==> config.mk <==
export PLATFORM = sky130hd
export DESIGN_NAME = multi_marker_response_matcher
export DESIGN_NICKNAME = d
export VERILOG_FILES = /design/src/hw/rtl/mmrm_pkg.sv /design/src/hw/rtl/multi_marker_response_matcher.sv /design/src/hw/rtl/mmrm_stage.sv /design/src/hw/rtl/mmrm_slot.sv /design/src/hw/rtl/mmrm_outq.sv
export SDC_FILE = /design/constraint.sdc
export NUM_CORES = 1
export LEC_CHECK = 0
export BUFFER_PORTS_ARGS = -buffer_cell sky130_fd_sc_hd__buf_4
export CORE_MARGIN = 5
export CORE_UTILIZATION = 40
export CTS_CLUSTER_DIAMETER = 30
export DETAILED_ROUTE_END_ITERATION = 8
export GPL_TIMING_DRIVEN = 0
export PLACE_DENSITY = 0.6
export SETUP_SLACK_MARGIN = 0.05
export SLEW_MARGIN = 25
export SYNTH_ARGS = -nofsm -noshare
export SYNTH_HDL_FRONTEND = slang
export SYNTH_SLANG_ARGS = --single-unit
==> constraint.sdc <==
create_clock -name clk -period 9.2 [get_ports clk]
set_input_delay 0.92 -clock clk [delete_from_list [all_inputs] [get_ports clk]]
set_output_delay 0.92 -clock clk [all_outputs]
set_load 0.05 [all_outputs]
==> src/hw/rtl/mmrm_pkg.sv <==
package mmrm_pkg;

  localparam int BYTE_W      = 8;
  localparam int POS_W       = 4;
  localparam int LEN_W       = 5;
  localparam int SLOT_FLD_W  = 2;
  localparam int MASK_W      = 4;
  localparam int CMD_W       = 2;
  localparam int IN_TDATA_W  = 24;
  localparam int OUT_TDATA_W = 16;
  localparam int RESULT_W    = 1 + SLOT_FLD_W + MASK_W + MASK_W;

  typedef enum logic [CMD_W-1:0] {
    CMD_RX_BYTE    = 2'd0,
    CMD_STAGE_BYTE = 2'd1,
    CMD_REGISTER   = 2'd2,
    CMD_REMOVE     = 2'd3
  } cmd_t;

  // per-slot control for one accepted beat
  typedef struct packed {
    logic              rx;
    logic              load;
    logic              remove;
    logic [BYTE_W-1:0] rx_byte;
    logic [LEN_W-1:0]  load_len;
  } slot_ctl_t;

  // first member sits in the high bits, so status ends up at bit 0
  typedef struct packed {
    logic [MASK_W-1:0]     matched_mask;
    logic [MASK_W-1:0]     armed_mask;
    logic [SLOT_FLD_W-1:0] allocated_slot;
    logic                  status;
  } result_t;

endpackage

==> src/hw/rtl/multi_marker_response_matcher.sv <==
// channel | dir | ports                         | beat
// in      | in  | in_tvalid/in_tready/in_tdata  | one command, kind in in_tuser
// out     | out | out_tvalid/out_tready/out_tdata | one result per command
//
// a beat is taken each cycle while in_tready is high; its result is queued
// all slot state updates at the edge that takes the beat, so the next beat
// sees it with no gap; the cost is the per-slot byte compare and the
// first-free-slot pick
// a two-entry result queue lets input keep flowing while a result waits;
// in_tready drops only when both entries are full
// synchronous active-low reset disarms every slot; no clearing pass is needed
module multi_marker_response_matcher #(
  parameter int MARKER_COUNT   = 4,
  parameter int MARKER_MAX_LEN = 16
) (
  input  logic                                 clk,
  input  logic                                 rst_n,
  input  logic                                 in_tvalid,
  output logic                                 in_tready,
  // [7:0] byte_value, [11:8] position, [16:12] marker_length, [18:17] slot
  input  logic [mmrm_pkg::IN_TDATA_W-1:0]      in_tdata,
  // [1:0] cmd
  input  logic [mmrm_pkg::CMD_W-1:0]           in_tuser,
  output logic                                 out_tvalid,
  input  logic                                 out_tready,
  // [0] status, [2:1] allocated_slot, [6:3] armed_mask, [10:7] matched_mask
  output logic [mmrm_pkg::OUT_TDATA_W-1:0]     out_tdata
);

  localparam int SLOT_W = (MARKER_COUNT > 1) ? $clog2(MARKER_COUNT) : 1;

  // command fields
  mmrm_pkg::cmd_t                  cmd;
  logic [mmrm_pkg::BYTE_W-1:0]     byte_value;
  logic [mmrm_pkg::POS_W-1:0]      position;
  logic [mmrm_pkg::LEN_W-1:0]      marker_length;
  logic [mmrm_pkg::SLOT_FLD_W-1:0] slot;
  logic                            accept;

  assign accept        = in_tvalid && in_tready;
  assign cmd           = mmrm_pkg::cmd_t'(in_tuser);
  assign byte_value    = in_tdata[7:0];
  assign position      = in_tdata[11:8];
  assign marker_length = in_tdata[16:12];
  assign slot          = in_tdata[18:17];

  // staging buffer for the marker being built
  logic [MARKER_MAX_LEN-1:0][mmrm_pkg::BYTE_W-1:0] stage_bytes;

  mmrm_stage #(
    .MAX_LEN (MARKER_MAX_LEN)
  ) u_stage (
    .clk     (clk),
    .wr_en   (accept && (cmd == mmrm_pkg::CMD_STAGE_BYTE)),
    .wr_pos  (position),
    .wr_byte (byte_value),
    .bytes   (stage_bytes)
  );

  // registration: first slot not armed, length 1..max
  logic [MARKER_COUNT-1:0] armed;
  logic [MARKER_COUNT-1:0] armed_nxt;
  logic [MARKER_COUNT-1:0] hit;
  logic                    free_found;
  logic [SLOT_W-1:0]       free_idx;
  logic                    len_ok;
  logic                    reg_ok;
  logic                    slot_ok;

  always_comb begin
    free_found = 1'b0;
    free_idx   = '0;
    for (int s = MARKER_COUNT - 1; s >= 0; s--) begin
      if (!armed[s]) begin
        free_found = 1'b1;
        free_idx   = SLOT_W'(s);
      end
    end
  end

  assign len_ok  = (marker_length != '0) &&
                   (8'(marker_length) <= 8'(MARKER_MAX_LEN));
  assign reg_ok  = (cmd == mmrm_pkg::CMD_REGISTER) && len_ok && free_found;
  assign slot_ok = 8'(slot) < 8'(MARKER_COUNT);

  // one matcher per slot
  for (genvar g = 0; g < MARKER_COUNT; g++) begin : g_slot
    mmrm_pkg::slot_ctl_t ctl;

    always_comb begin
      ctl.rx       = accept && (cmd == mmrm_pkg::CMD_RX_BYTE);
      ctl.load     = accept && reg_ok && (free_idx == SLOT_W'(g));
      ctl.remove   = accept && (cmd == mmrm_pkg::CMD_REMOVE) && slot_ok &&
                     (8'(slot) == 8'(g));
      ctl.rx_byte  = byte_value;
      ctl.load_len = marker_length;
    end

    mmrm_slot #(
      .MAX_LEN (MARKER_MAX_LEN)
    ) u_slot (
      .clk         (clk),
      .rst_n       (rst_n),
      .ctl         (ctl),
      .stage_bytes (stage_bytes),
      .armed       (armed[g]),
      .armed_nxt   (armed_nxt[g]),
      .hit         (hit[g])
    );
  end

  // result assembly, only slots 0..3 are visible
  mmrm_pkg::result_t result;

  always_comb begin
    result.status         = (cmd == mmrm_pkg::CMD_REGISTER) && !reg_ok;
    result.allocated_slot = reg_ok ? mmrm_pkg::SLOT_FLD_W'(free_idx) : '0;
    result.armed_mask     = '0;
    result.matched_mask   = '0;
    for (int s = 0; s < mmrm_pkg::MASK_W; s++) begin
      if (s < MARKER_COUNT) begin
        result.armed_mask[s]   = armed_nxt[s];
        result.matched_mask[s] = hit[s];
      end
    end
  end

  logic [mmrm_pkg::RESULT_W-1:0] out_word;

  mmrm_outq #(
    .W (mmrm_pkg::RESULT_W)
  ) u_outq (
    .clk       (clk),
    .rst_n     (rst_n),
    .push      (accept),
    .din       (result),
    .can_push  (in_tready),
    .out_valid (out_tvalid),
    .out_ready (out_tready),
    .dout      (out_word)
  );

  assign out_tdata = {{(mmrm_pkg::OUT_TDATA_W - mmrm_pkg::RESULT_W){1'b0}}, out_word};

endmodule

==> src/hw/rtl/mmrm_stage.sv <==
module mmrm_stage #(
  parameter int MAX_LEN = 16
) (
  input  logic                                    clk,
  input  logic                                    wr_en,
  input  logic [mmrm_pkg::POS_W-1:0]              wr_pos,
  input  logic [mmrm_pkg::BYTE_W-1:0]             wr_byte,
  output logic [MAX_LEN-1:0][mmrm_pkg::BYTE_W-1:0] bytes
);

  localparam int IDX_W = $clog2(MAX_LEN);

  logic [MAX_LEN-1:0][mmrm_pkg::BYTE_W-1:0] store_r;
  logic                                     pos_ok;

  // positions past the buffer are dropped
  assign pos_ok = 8'(wr_pos) < 8'(MAX_LEN);

  always_ff @(posedge clk) begin
    if (wr_en && pos_ok) begin
      store_r[IDX_W'(wr_pos)] <= wr_byte;
    end
  end

  assign bytes = store_r;

endmodule

==> src/hw/rtl/mmrm_slot.sv <==
module mmrm_slot #(
  parameter int MAX_LEN = 16
) (
  input  logic                                     clk,
  input  logic                                     rst_n,
  input  mmrm_pkg::slot_ctl_t                      ctl,
  input  logic [MAX_LEN-1:0][mmrm_pkg::BYTE_W-1:0] stage_bytes,
  output logic                                     armed,
  output logic                                     armed_nxt,
  output logic                                     hit
);

  localparam int IDX_W  = $clog2(MAX_LEN);
  localparam int PROG_W = $clog2(MAX_LEN + 1);

  logic [MAX_LEN-1:0][mmrm_pkg::BYTE_W-1:0] bytes_r;
  logic [PROG_W-1:0] len_r, len_nxt;
  logic [PROG_W-1:0] prog_r, prog_nxt;
  logic              armed_r;
  logic [PROG_W-1:0] prog_inc;
  logic              in_range;
  logic              match;
  logic [mmrm_pkg::BYTE_W-1:0] cur_byte;

  always_comb begin
    in_range  = prog_r < PROG_W'(MAX_LEN);
    cur_byte  = bytes_r[prog_r[IDX_W-1:0]];
    prog_inc  = prog_r + 1'b1;
    match     = armed_r && in_range && (cur_byte == ctl.rx_byte);
    prog_nxt  = prog_r;
    len_nxt   = len_r;
    armed_nxt = armed_r;
    hit       = 1'b0;
    if (ctl.rx) begin
      if (match) begin
        prog_nxt = prog_inc;
        if (prog_inc >= len_r) begin
          armed_nxt = 1'b0;
          hit       = 1'b1;
        end
      end else begin
        // mismatch drops progress, byte is not rechecked
        prog_nxt = '0;
      end
    end
    if (ctl.load) begin
      len_nxt   = PROG_W'(ctl.load_len);
      prog_nxt  = '0;
      armed_nxt = 1'b1;
    end
    if (ctl.remove) begin
      armed_nxt = 1'b0;
    end
  end

  always_ff @(posedge clk) begin
    if (!rst_n) begin
      len_r   <= '0;
      prog_r  <= '0;
      armed_r <= 1'b0;
    end else begin
      len_r   <= len_nxt;
      prog_r  <= prog_nxt;
      armed_r <= armed_nxt;
    end
  end

  always_ff @(posedge clk) begin
    if (ctl.load) begin
      bytes_r <= stage_bytes;
    end
  end

  assign armed = armed_r;

endmodule

==> src/hw/rtl/mmrm_outq.sv <==
module mmrm_outq #(
  parameter int W = 11
) (
  input  logic         clk,
  input  logic         rst_n,
  input  logic         push,
  input  logic [W-1:0] din,
  output logic         can_push,
  output logic         out_valid,
  input  logic         out_ready,
  output logic [W-1:0] dout
);

  logic [1:0]   count_r, count_nxt;
  logic [W-1:0] e0_r, e0_nxt;
  logic [W-1:0] e1_r, e1_nxt;
  logic         pop;

  always_comb begin
    pop       = (count_r != 2'd0) && out_ready;
    count_nxt = count_r;
    e0_nxt    = e0_r;
    e1_nxt    = e1_r;
    if (pop && push) begin
      if (count_r == 2'd2) begin
        e0_nxt = e1_r;
        e1_nxt = din;
      end else begin
        e0_nxt = din;
      end
    end else if (pop) begin
      e0_nxt    = e1_r;
      count_nxt = count_r - 2'd1;
    end else if (push) begin
      if (count_r == 2'd0) begin
        e0_nxt = din;
      end else begin
        e1_nxt = din;
      end
      count_nxt = count_r + 2'd1;
    end
  end

  always_ff @(posedge clk) begin
    if (!rst_n) begin
      count_r <= '0;
    end else begin
      count_r <= count_nxt;
    end
  end

  always_ff @(posedge clk) begin
    e0_r <= e0_nxt;
    e1_r <= e1_nxt;
  end

  assign can_push  = count_r != 2'd2;
  assign out_valid = count_r != 2'd0;
  assign dout      = e0_r;

endmodule

==> results.json, run 1 <==
{
  "outcome": "finished, final reports clean",
  "die_area_um2": 76170,
  "clk_pin_slew_ps": 50,
  "ys_top_cells_by_area": "edfxtp_1, mux4_2, mux2i_1",
  "grt_pass1_vias": 15720,
  "numCtsBuffers": 121,
  "synth_xor_area_share_pct": 1.548,
  "synth_fa_ha_area_share_pct": 1.105,
  "worstMarginPinSlew_ps": 1039,
  "start_kind": "flip-flop",
  "final_nets": 1826,
  "cp.required_ps": 9730,
  "synth_top_family_by_area": "multiplexers",
  "viasPerCell": 5.601,
  "yosysSeqAreaShare_pct": 73.50,
  "portBuffers": 37,
  "grt_usage_pct": 21.25,
  "num_vias": 15770,
  "drv_slew": 0,
  "reg2regPathDepth": 10,
  "p_leak_nw": 11.25,
  "holdCritPathClass": "flip-flop to flip-flop",
  "grt_max_degree": 77,
  "tns_ps": 0,
  "antenna_left": 0,
  "drive_above_1_share_pct": 24.81,
  "placed_area_um2": 30400,
  "timing.rr.end": "g_slot[0].u_slot.prog_r[2]",
  "p_int_mw": 6.448,
  "fin_crit_ps": 4313,
  "crit_fanout": 10,
  "async_flop_share_pct": 0,
  "whs_path_depth": 2,
  "ys_top_cells_by_count": "edfxtp_1, mux2i_1, mux4_2, nor2_1, nand2_1",
  "cap_violations": 0,
  "synth_compound_area_share_pct": 4.519,
  "postSynthCellCount": 1574,
  "synth.most_common_cell": "edfxtp_1",
  "hp-start": "g_slot[3].u_slot.len_r[1]",
  "end_kind": "flip-flop",
  "drc_errors": 0,
  "h-tree-depth": 3,
  "synthFlopType": "edfxtp_1",
  "wl_per_cell_um": 28.54,
  "irDropWorstVdd_mv": 0.1647,
  "clockBufferDepth": 3,
  "ctsResizeCount": 0,
  "synth_edf_count": 662,
  "cts_root_buf": "clkbuf_16",
  "cts_hold_buffers": 0,
  "cts_setup_buffers": 0,
  "drt-total-wl_um": 80330,
  "syn_avg_cell_area_um2": 17.98,
  "crit_arrival_ps": 4840,
  "skew_ps": 57.85,
  "whs_endpoint": "g_slot[3].u_slot.len_r[1]",
  "pwr-share-seq_pct": 43.3,
  "final_util_pct": 49.11,
  "pwr-share-comb_pct": 3.4,
  "max_freq_mhz": 231.9,
  "synth-simple-area-share_pct": 4.864,
  "grt_pass1_wl_um": 113900,
  "switching_power_mw": 1.763,
  "num-fill-cells": 5743,
  "muxShareOfSynthArea_pct": 12.22,
  "timing.reg2reg.setup_slack_ps": 4890,
  "placementRows": 97,
  "core-area_um2": 70150,
  "first_pass_iters": 5,
  "clock-sinks": 708,
  "gp_congestion": 0.9202,
  "clk_latency_ps": 680,
  "powerDensity_nw_per_um2": 238.3,
  "cts_tree": "done",
  "synthToLayoutAreaGrowth_pct": 21.74,
  "design_area_um2": 34450,
  "drtIter0Drc": 1817,
  "initial_utilization_pct": 40.34,
  "num_io_pins": 48,
  "clockPowerShare_pct": 53.3,
  "synth_warnings": 0,
  "rsz0062_at_grt": "false",
  "setup_viol": 0,
  "startpoint": "g_slot[0].u_slot.prog_r[2]",
  "synth-seq-cells": 708,
  "ys_types": 84,
  "fin_crit_sh_pct": 46.88,
  "hpwl_um": 55260,
  "r2r-start": "g_slot[0].u_slot.prog_r[2]",
  "final-hold-violation-count": 0,
  "netlist_area_um2": 28300,
  "p_sw_share_pct": 21.47,
  "synth_top_area_share_pct": 70.25,
  "antenna_found_initial": 1,
  "critPathKind": "flip-flop to flip-flop",
  "die_w_um": 276.0,
  "synth_top_area_cell": "edfxtp_1",
  "slew_headroom_pct": 30.11,
  "fp.dieH_um": 276.0,
  "overflow": 0
}
==> cells by family (layout without fill, tap and decap cells) <==
| family | Yosys count | after routing |
|---|---|---|
| compound gates | 168 | 168 |
| xor+xnor | 50 | 50 |
| fa+ha+maj | 25 | 25 |
| buf+inv | 121 | 417 |
| flops | 708 | 708 |
| mux | 229 | 229 |
| other cells | 1 | 6 |
| simple gates | 272 | 272 |
==> stage by stage <==
step / hold WS [ps] / power [mW] / std cells / setup WS, ps
final: 464.4 / 8.211 / 2815 / 4887
after detailed placement: 456.6 / 3.895 / 2588 / 4952
after floorplan: 436.3 / 3.789 / 1578 / 752.3
after global placement: 447.5 / 3.883 / 2555 / -2997
after CTS: 467.3 / 8.263 / 2814 / 5090
after global routing: 491.5 / 8.444 / 2814 / 4908
==> power by group through the flow <==
| stage | combinational, mW | sequential, mW | clock, mW |
|---|---|---|---|
| CTS | 0.279 | 3.56 | 4.43 |
| global placement | 0.263 | 3.62 | 0 |
| detailed placement | 0.277 | 3.62 | 0 |
| finish | 0.279 | 3.56 | 4.38 |
| global route | 0.294 | 3.56 | 4.59 |
| floorplan | 0.106 | 3.68 | 0 |
==> metal layers <==
metal	up-vias	GRT usage, %	wire length, µm
met2	846	33.15	36930
met5	-	0	0
met1	8074	29.01	32710
met3	164	5.571	7590
met4	0	7.807	3092
li1	6684	-	-
==> final cells by class <==
type | count | area (µm²) | area share (%)
sequential | 708 | 20800 | 60.38
multi-input combinational | 749 | 7007 | 20.34
clock buffer | 139 | 3117 | 9.047
tap | 940 | 1176 | 3.414
clock inverter | 87 | 928.4 | 2.695
timing repair buffer | 70 | 778.2 | 2.259
buffer | 78 | 475.5 | 1.380
inverter | 43 | 166.4 | 0.4830
antenna | 1 | 2.502 | 0.007264
==> worst max-delay path, cell delays in order (launching register included) <==
cell and delay (ps):
dfxtp_1 310, buf_2 330, buf_2 490, clkbuf_1 780
mux2i_1 310, xor2_1 210, nor3_1 820, and4_1 300
buf_2 160, a21oi_1 80, o21ai_1 370
==> registers in the layout, indices dropped and copies added, names as in the netlist <==
| register | cells |
|---|---|
| u_stage.bytes | 128 |
| u_outq.count_r | 2 |
| u_outq.dout | 11 |
| u_outq.e1_r | 11 |
| g_slot.u_slot.prog_r | 20 |
| g_slot.u_slot.armed | 4 |
| g_slot.u_slot.bytes_r | 512 |
| g_slot.u_slot.len_r | 20 |
==> placed cells by master (no fill, tap or decap), types with 23 or more instances in the layout <==
master / n
nand3_1: 26
a21oi_1: 34
ha_1: 25
edfxtp_1: 662
a22oi_1: 23
buf_4: 62
nand2_1: 65
mux4_2: 82
xnor2_1: 44
buf_2: 32
inv_1: 38
dfxtp_1: 46
clkbuf_1: 33
nor2_1: 60
clkbuf_16: 122
mux2i_1: 119
==> worst max-delay path by stage <==
| stage | cells past startpoint | slack [ps] | end |
|---|---|---|---|
| floorplan | 8 | 750 | g_slot[1].u_slot.prog_r[2] |
| global placement | 9 | -3000 | g_slot[1].u_slot.prog_r[2] |
| detailed placement | 8 | 4950 | g_slot[2].u_slot.bytes_r[50] |
| CTS | 8 | 5090 | u_outq.dout[3] |
| global route | 10 | 4910 | g_slot[0].u_slot.prog_r[2] |
| finish | 10 | 4890 | g_slot[0].u_slot.prog_r[2] |
No activity file was read; power rests on OpenSTA's default activity.
==> inputs of run 2 (changes only) <==
clock period = 4.1 ns   (was 9.2 ns; I/O delays follow)
==> results.json, run 2 (synthesis gave the netlist of run 1 again) <==
{
  "drv_slew": 0,
  "final_cell_mix": "edfxtp_1, clkbuf_16, mux2i_1, mux4_2, nand2_1",
  "irDropWorstVdd_mv": 0.3911,
  "placementRows": 97,
  "final_nets": 1838,
  "fp.dieH_um": 276.0,
  "worst_path_most_repeated_cell": "buf_4",
  "p_int_mw": 15.37,
  "cp_cell_sequence": "buf_4 > buf_4 > buf_2 > mux2i_1 > a211oi_1 > nor3_1 > nand4b_1 > nor3b_1 > a221o_1",
  "viasPerCell": 5.594,
  "crit_buf_inv": 3,
  "clockPowerShare_pct": 56.1,
  "worstMarginPinSlew_ps": 963.2,
  "hpwl_um": 55600,
  "num_io_pins": 48,
  "antenna_left": 0,
  "timing.reg2reg.setup_slack_ps": 290,
  "wl_per_cell_um": 28.84,
  "reg2regPathDepth": 9,
  "h-tree-depth": 4,
  "die_area_um2": 76170,
  "portBuffers": 37,
  "n_antenna_cell": 0,
  "dpl_worst_slack_ps": 236.0,
  "p_leak_nw": 11.54,
  "critPathKind": "flip-flop to flip-flop",
  "slew_headroom_pct": 35.79,
  "cap_violations": 0,
  "crit_arrival_ps": 4380,
  "cts_root_buf": "clkbuf_16",
  "end_kind": "flip-flop",
  "clk_pin_slew_ps": 50,
  "gp_congestion": 0.9274,
  "numCtsBuffers": 132,
  "tns_ps": 0,
  "pwr-share-comb_pct": 3.2,
  "grt_usage_pct": 21.74,
  "outcome": "finished, final reports clean",
  "max_freq_mhz": 262.4,
  "drt-total-wl_um": 81720,
  "cp_slowest_cell": "mux2i_1",
  "cp.required_ps": 4670,
  "crit_family": "simple AND/OR/NAND/NOR gates",
  "pwr-share-seq_pct": 40.6,
  "cts_tree": "done",
  "fin_crit_sh_pct": 92.96,
  "crit_path_max_incr_delay_ps": 600,
  "mostFrequentLayoutCell": "edfxtp_1",
  "switching_power_mw": 4.265,
  "whs_path_depth": 1,
  "final_util_pct": 49.96,
  "drive_above_1_share_pct": 26.29,
  "clock-sinks": 708,
  "skew_ps": 33.56,
  "fin_crit_ps": 3811,
  "clk_latency_ps": 710,
  "overflow": 0,
  "antenna_found_initial": 2,
  "start_kind": "flip-flop",
  "path_depth": 9,
  "powerDensity_nw_per_um2": 560.4,
  "num_vias": 15850,
  "drtIter0Drc": 1941,
  "drc_errors": 0,
  "total_power_mw": 19.64,
  "clockBufferDepth": 3,
  "placed_area_um2": 30370,
  "crit_fanout": 10,
  "design_area_um2": 35050,
  "regMostFlops": "g_slot.u_slot.bytes_r",
  "grt_pass1_vias": 15810,
  "grt_pass1_wl_um": 115800,
  "synthToLayoutAreaGrowth_pct": 23.84,
  "holdCritPathClass": "input pin to flip-flop",
  "grt_max_degree": 138,
  "cts_setup_buffers": 0,
  "rsz0062_at_grt": "false",
  "initial_utilization_pct": 40.34,
  "postLayoutSetupSlackWorst_ps": 288.8,
  "first_pass_iters": 5,
  "core-area_um2": 70150,
  "largest_reg_flops": 512,
  "p_sw_share_pct": 21.72,
  "final-hold-violation-count": 0,
  "setup_viol": 0,
  "die_w_um": 276.0
}
==> run 2: layer usage <==
layer  wire (µm)  part of all wire (%)  GRT usage, %  vias up
met5           0                     0             0        -
met4        3283                   4.0         9.121        0
met3        6907                   8.5         4.947      148
met2       37400                    46         33.16      856
met1       34130                    42         30.37     8122
li1            -                     -             -     6728
==> run 2: metrics by stage <==
stage               instances  hold slack, ps
detailed placement       2585           453.7
CTS                      2834           2.434
global route             2834           16.76
floorplan                1578           436.3
finish                   2834           41.71
global placement         2555           448.0
==> run 2: cell type report <==
class                      instances  area (µm²)
buffer                            78       499.2
tap                              940        1176
inverter                          43       177.7
fill                            5733       35100
sequential                       708       20800
clock inverter                    97        1154
timing repair buffer              71       735.7
clock buffer                     148        3468
multi-input combinational        749        7036
==> run 2: worst register-to-register path, delay by kind of cell, from the launching register on <==
kind            cells  cell delay (ps)
flops               1              350
compound gates      2              530
mux                 1              600
buf+inv             3             1060
simple gates        3             1140
==> run 2: what timing repair did <==
action                                 4_1_cts  5_1_grt
setup endpoints to repair                    0        3
gates resized for setup                      0        3
hold buffers                                 4        0
endpoints found under the hold margin       25        0
==> run 2: path summary, 6_finish.rpt <==
path / endpoint / startpoint
worst max-delay path: u_outq.dout[8] / g_slot[1].u_slot.prog_r[0]
worst min-delay path: u_stage.bytes[96] / in_tdata[0]
worst max register to register: u_outq.dout[8] / g_slot[1].u_slot.prog_r[0]
worst min register to register: g_slot[3].u_slot.len_r[4] / g_slot[3].u_slot.len_r[4]
==> run 2: power by group through the flow <==
stage	combinational [mW]	clock, mW	sequential [mW]
global route	0.668	11.6	7.98
detailed placement	0.626	0	8.12
CTS	0.633	11.1	7.98
floorplan	0.241	0	8.26
finish	0.633	11.0	7.98
global placement	0.597	0	8.12
==> inputs of run 3 (changes only) <==
PLACE_DENSITY = 0.62   (was 0.6)
clock period = 3.29 ns   (was 4.1 ns; I/O delays follow)
==> results.json, run 3 (synthesis gave the netlist of run 1 again) <==
{
  "dpl_worst_slack_ps": -662.7,
  "initial_utilization_pct": 40.34,
  "fp.dieH_um": 276.0,
  "switching_power_mw": 5.182,
  "outcome": "finished, final reports clean",
  "num_vias": 16090,
  "mostFrequentLayoutCell": "edfxtp_1",
  "antenna_found_initial": 2,
  "drt-total-wl_um": 82520,
  "final-hold-violation-count": 0,
  "first_pass_iters": 5,
  "hold_slack_ps": 49.46,
  "largest_reg_flops": 512,
  "drtIter0Drc": 1936,
  "setup_viol": 0,
  "synthToLayoutAreaGrowth_pct": 25.32,
  "rsz0062_at_grt": "true",
  "core-area_um2": 70150,
  "drc_errors": 0,
  "routed-wl-met2_um": 37670,
  "viasPerCell": 5.634,
  "num-fill-cells": 5662,
  "clk_pin_slew_ps": 50,
  "cp_slowest_cell": "mux4_2",
  "drv_slew": 0,
  "gp_congestion": 0.9222,
  "p_leak_nw": 11.62,
  "max_freq_mhz": 310.2,
  "fin_crit_sh_pct": 97.99,
  "numPlacedInstances": 2584,
  "die_w_um": 276.0,
  "cts_tree": "done",
  "start_kind": "flip-flop",
  "grt_pass1_vias": 15970,
  "cp.required_ps": 3880,
  "portBuffers": 37,
  "p_int_mw": 18.78,
  "num_io_pins": 48,
  "crit_arrival_ps": 3810,
  "h-tree-depth": 4,
  "crit_fanout": 10,
  "numCtsBuffers": 131,
  "holdCritPathClass": "input pin to flip-flop",
  "cts_root_buf": "clkbuf_16",
  "critPathKind": "flip-flop to flip-flop",
  "pwr-share-seq_pct": 41.5,
  "worstMarginPinSlew_ps": 949.6,
  "grt_pass1_wl_um": 116000,
  "final_nets": 1864,
  "wl_per_cell_um": 28.90,
  "cap_violations": 0,
  "grt_max_degree": 138,
  "clock-sinks": 708,
  "slew_headroom_pct": 36.70,
  "final_cells": 2855,
  "clk_latency_ps": 710,
  "met3_length_um": 7625,
  "pwr-share-comb_pct": 3.4,
  "overflow": 0,
  "irDropWorstVdd_mv": 0.4654,
  "postLayoutSetupSlackWorst_ps": 66.07,
  "antenna_left": 0,
  "drive_above_1_share_pct": 28.51,
  "placementRows": 97,
  "dr.max_layer_used": "met4",
  "hpwl_um": 55290,
  "total_power_mw": 23.97,
  "fin_crit_ps": 3224,
  "end_kind": "flip-flop",
  "clockPowerShare_pct": 55.1,
  "n_antenna_cell": 0,
  "die_area_um2": 76170,
  "grt_usage_pct": 21.76,
  "clockBufferDepth": 3,
  "regMostFlops": "g_slot.u_slot.bytes_r",
  "final_cell_mix": "edfxtp_1, clkbuf_16, mux2i_1, mux4_2, buf_4",
  "p_sw_share_pct": 21.62,
  "skew_ps": 19.51,
  "cp_cell_sequence": "buf_8 > mux4_2 > mux2i_2 > xnor2_1 > a211o_1 > nor3_4 > and4_1 > buf_2 > a21oi_1 > o21ai_2",
  "powerDensity_nw_per_um2": 675.8,
  "met1_length_um": 33670,
  "crit_path_max_incr_delay_ps": 580
}
[run 3: critical path, delay by kind of cell, from the launching register on]
kind	cells	cell delay [ps]
flip-flops	1	450
AO/OA/AOI/OAI	3	720
XOR/XNOR	1	100
multiplexers	2	840
buffers and inverters	2	410
AND/OR/NAND/NOR	2	580
[run 3: layer usage]
metal | track usage [%] | up-vias
li1 | - | 6783
met1 | 30.05 | 8244
met2 | 33.50 | 897
met3 | 4.826 | 162
met4 | 9.476 | 0
met5 | 0 | -
[run 3: area by class of cell]
| type | instances | area, µm² | area share (%) |
|---|---|---|---|
| buffer | 75 | 633.1 | 1.785 |
| clock buffer | 154 | 3481 | 9.815 |
| clock inverter | 85 | 912.1 | 2.572 |
| inverter | 43 | 182.7 | 0.5151 |
| multi-input combinational | 749 | 7268 | 20.50 |
| sequential | 708 | 20800 | 58.66 |
| tap | 940 | 1176 | 3.317 |
| timing repair buffer | 100 | 989.7 | 2.791 |
| timing repair inverter | 1 | 16.27 | 0.04587 |
[run 3: timing repair]
| action | in CTS | in global routing |
|---|---|---|
| gates resized for setup | 54 | 53 |
| buffers inserted | 4 | 11 |
| hold buffers | 18 | 0 |
| setup endpoints to repair | 172 | 44 |
| cloned | 1 | 1 |
| pin swaps | 4 | 12 |
| hold endpoints to repair | 152 | 0 |
[run 3: final timing paths]
kind / startpoint / endpoint / slack [ps] / depth (start not counted)
min: in_tvalid / u_outq.e1_r[6] / 50 / 3
max reg2reg: g_slot[0].u_slot.prog_r[0] / g_slot[0].u_slot.prog_r[2] / 70 / 10
max: g_slot[0].u_slot.prog_r[0] / g_slot[0].u_slot.prog_r[2] / 70 / 10
min reg2reg: g_slot[3].u_slot.len_r[4] / g_slot[3].u_slot.len_r[4] / 460 / 2
[run 3: stage by stage]
stage                     TNS [ps]  instance area (µm²)  util, %
after detailed placement    -13080                30350    43.26
after global placement     -969650                29810    42.49
after CTS                        0                35160    50.12
after floorplan            -274390                28350        -
final                            0                35460    50.55
after global routing             0                35460    50.55
[run 3: power groups by stage]
stage | logic, mW | clock network (mW) | registers, mW
6_report | 0.816 | 13.2 | 9.95
3_5_place_dp | 0.781 | 0 | 10.1
2_1_floorplan | 0.300 | 0 | 10.3
3_3_place_gp | 0.744 | 0 | 10.1
5_1_grt | 0.861 | 13.8 | 9.95
4_1_cts | 0.805 | 13.3 | 9.95
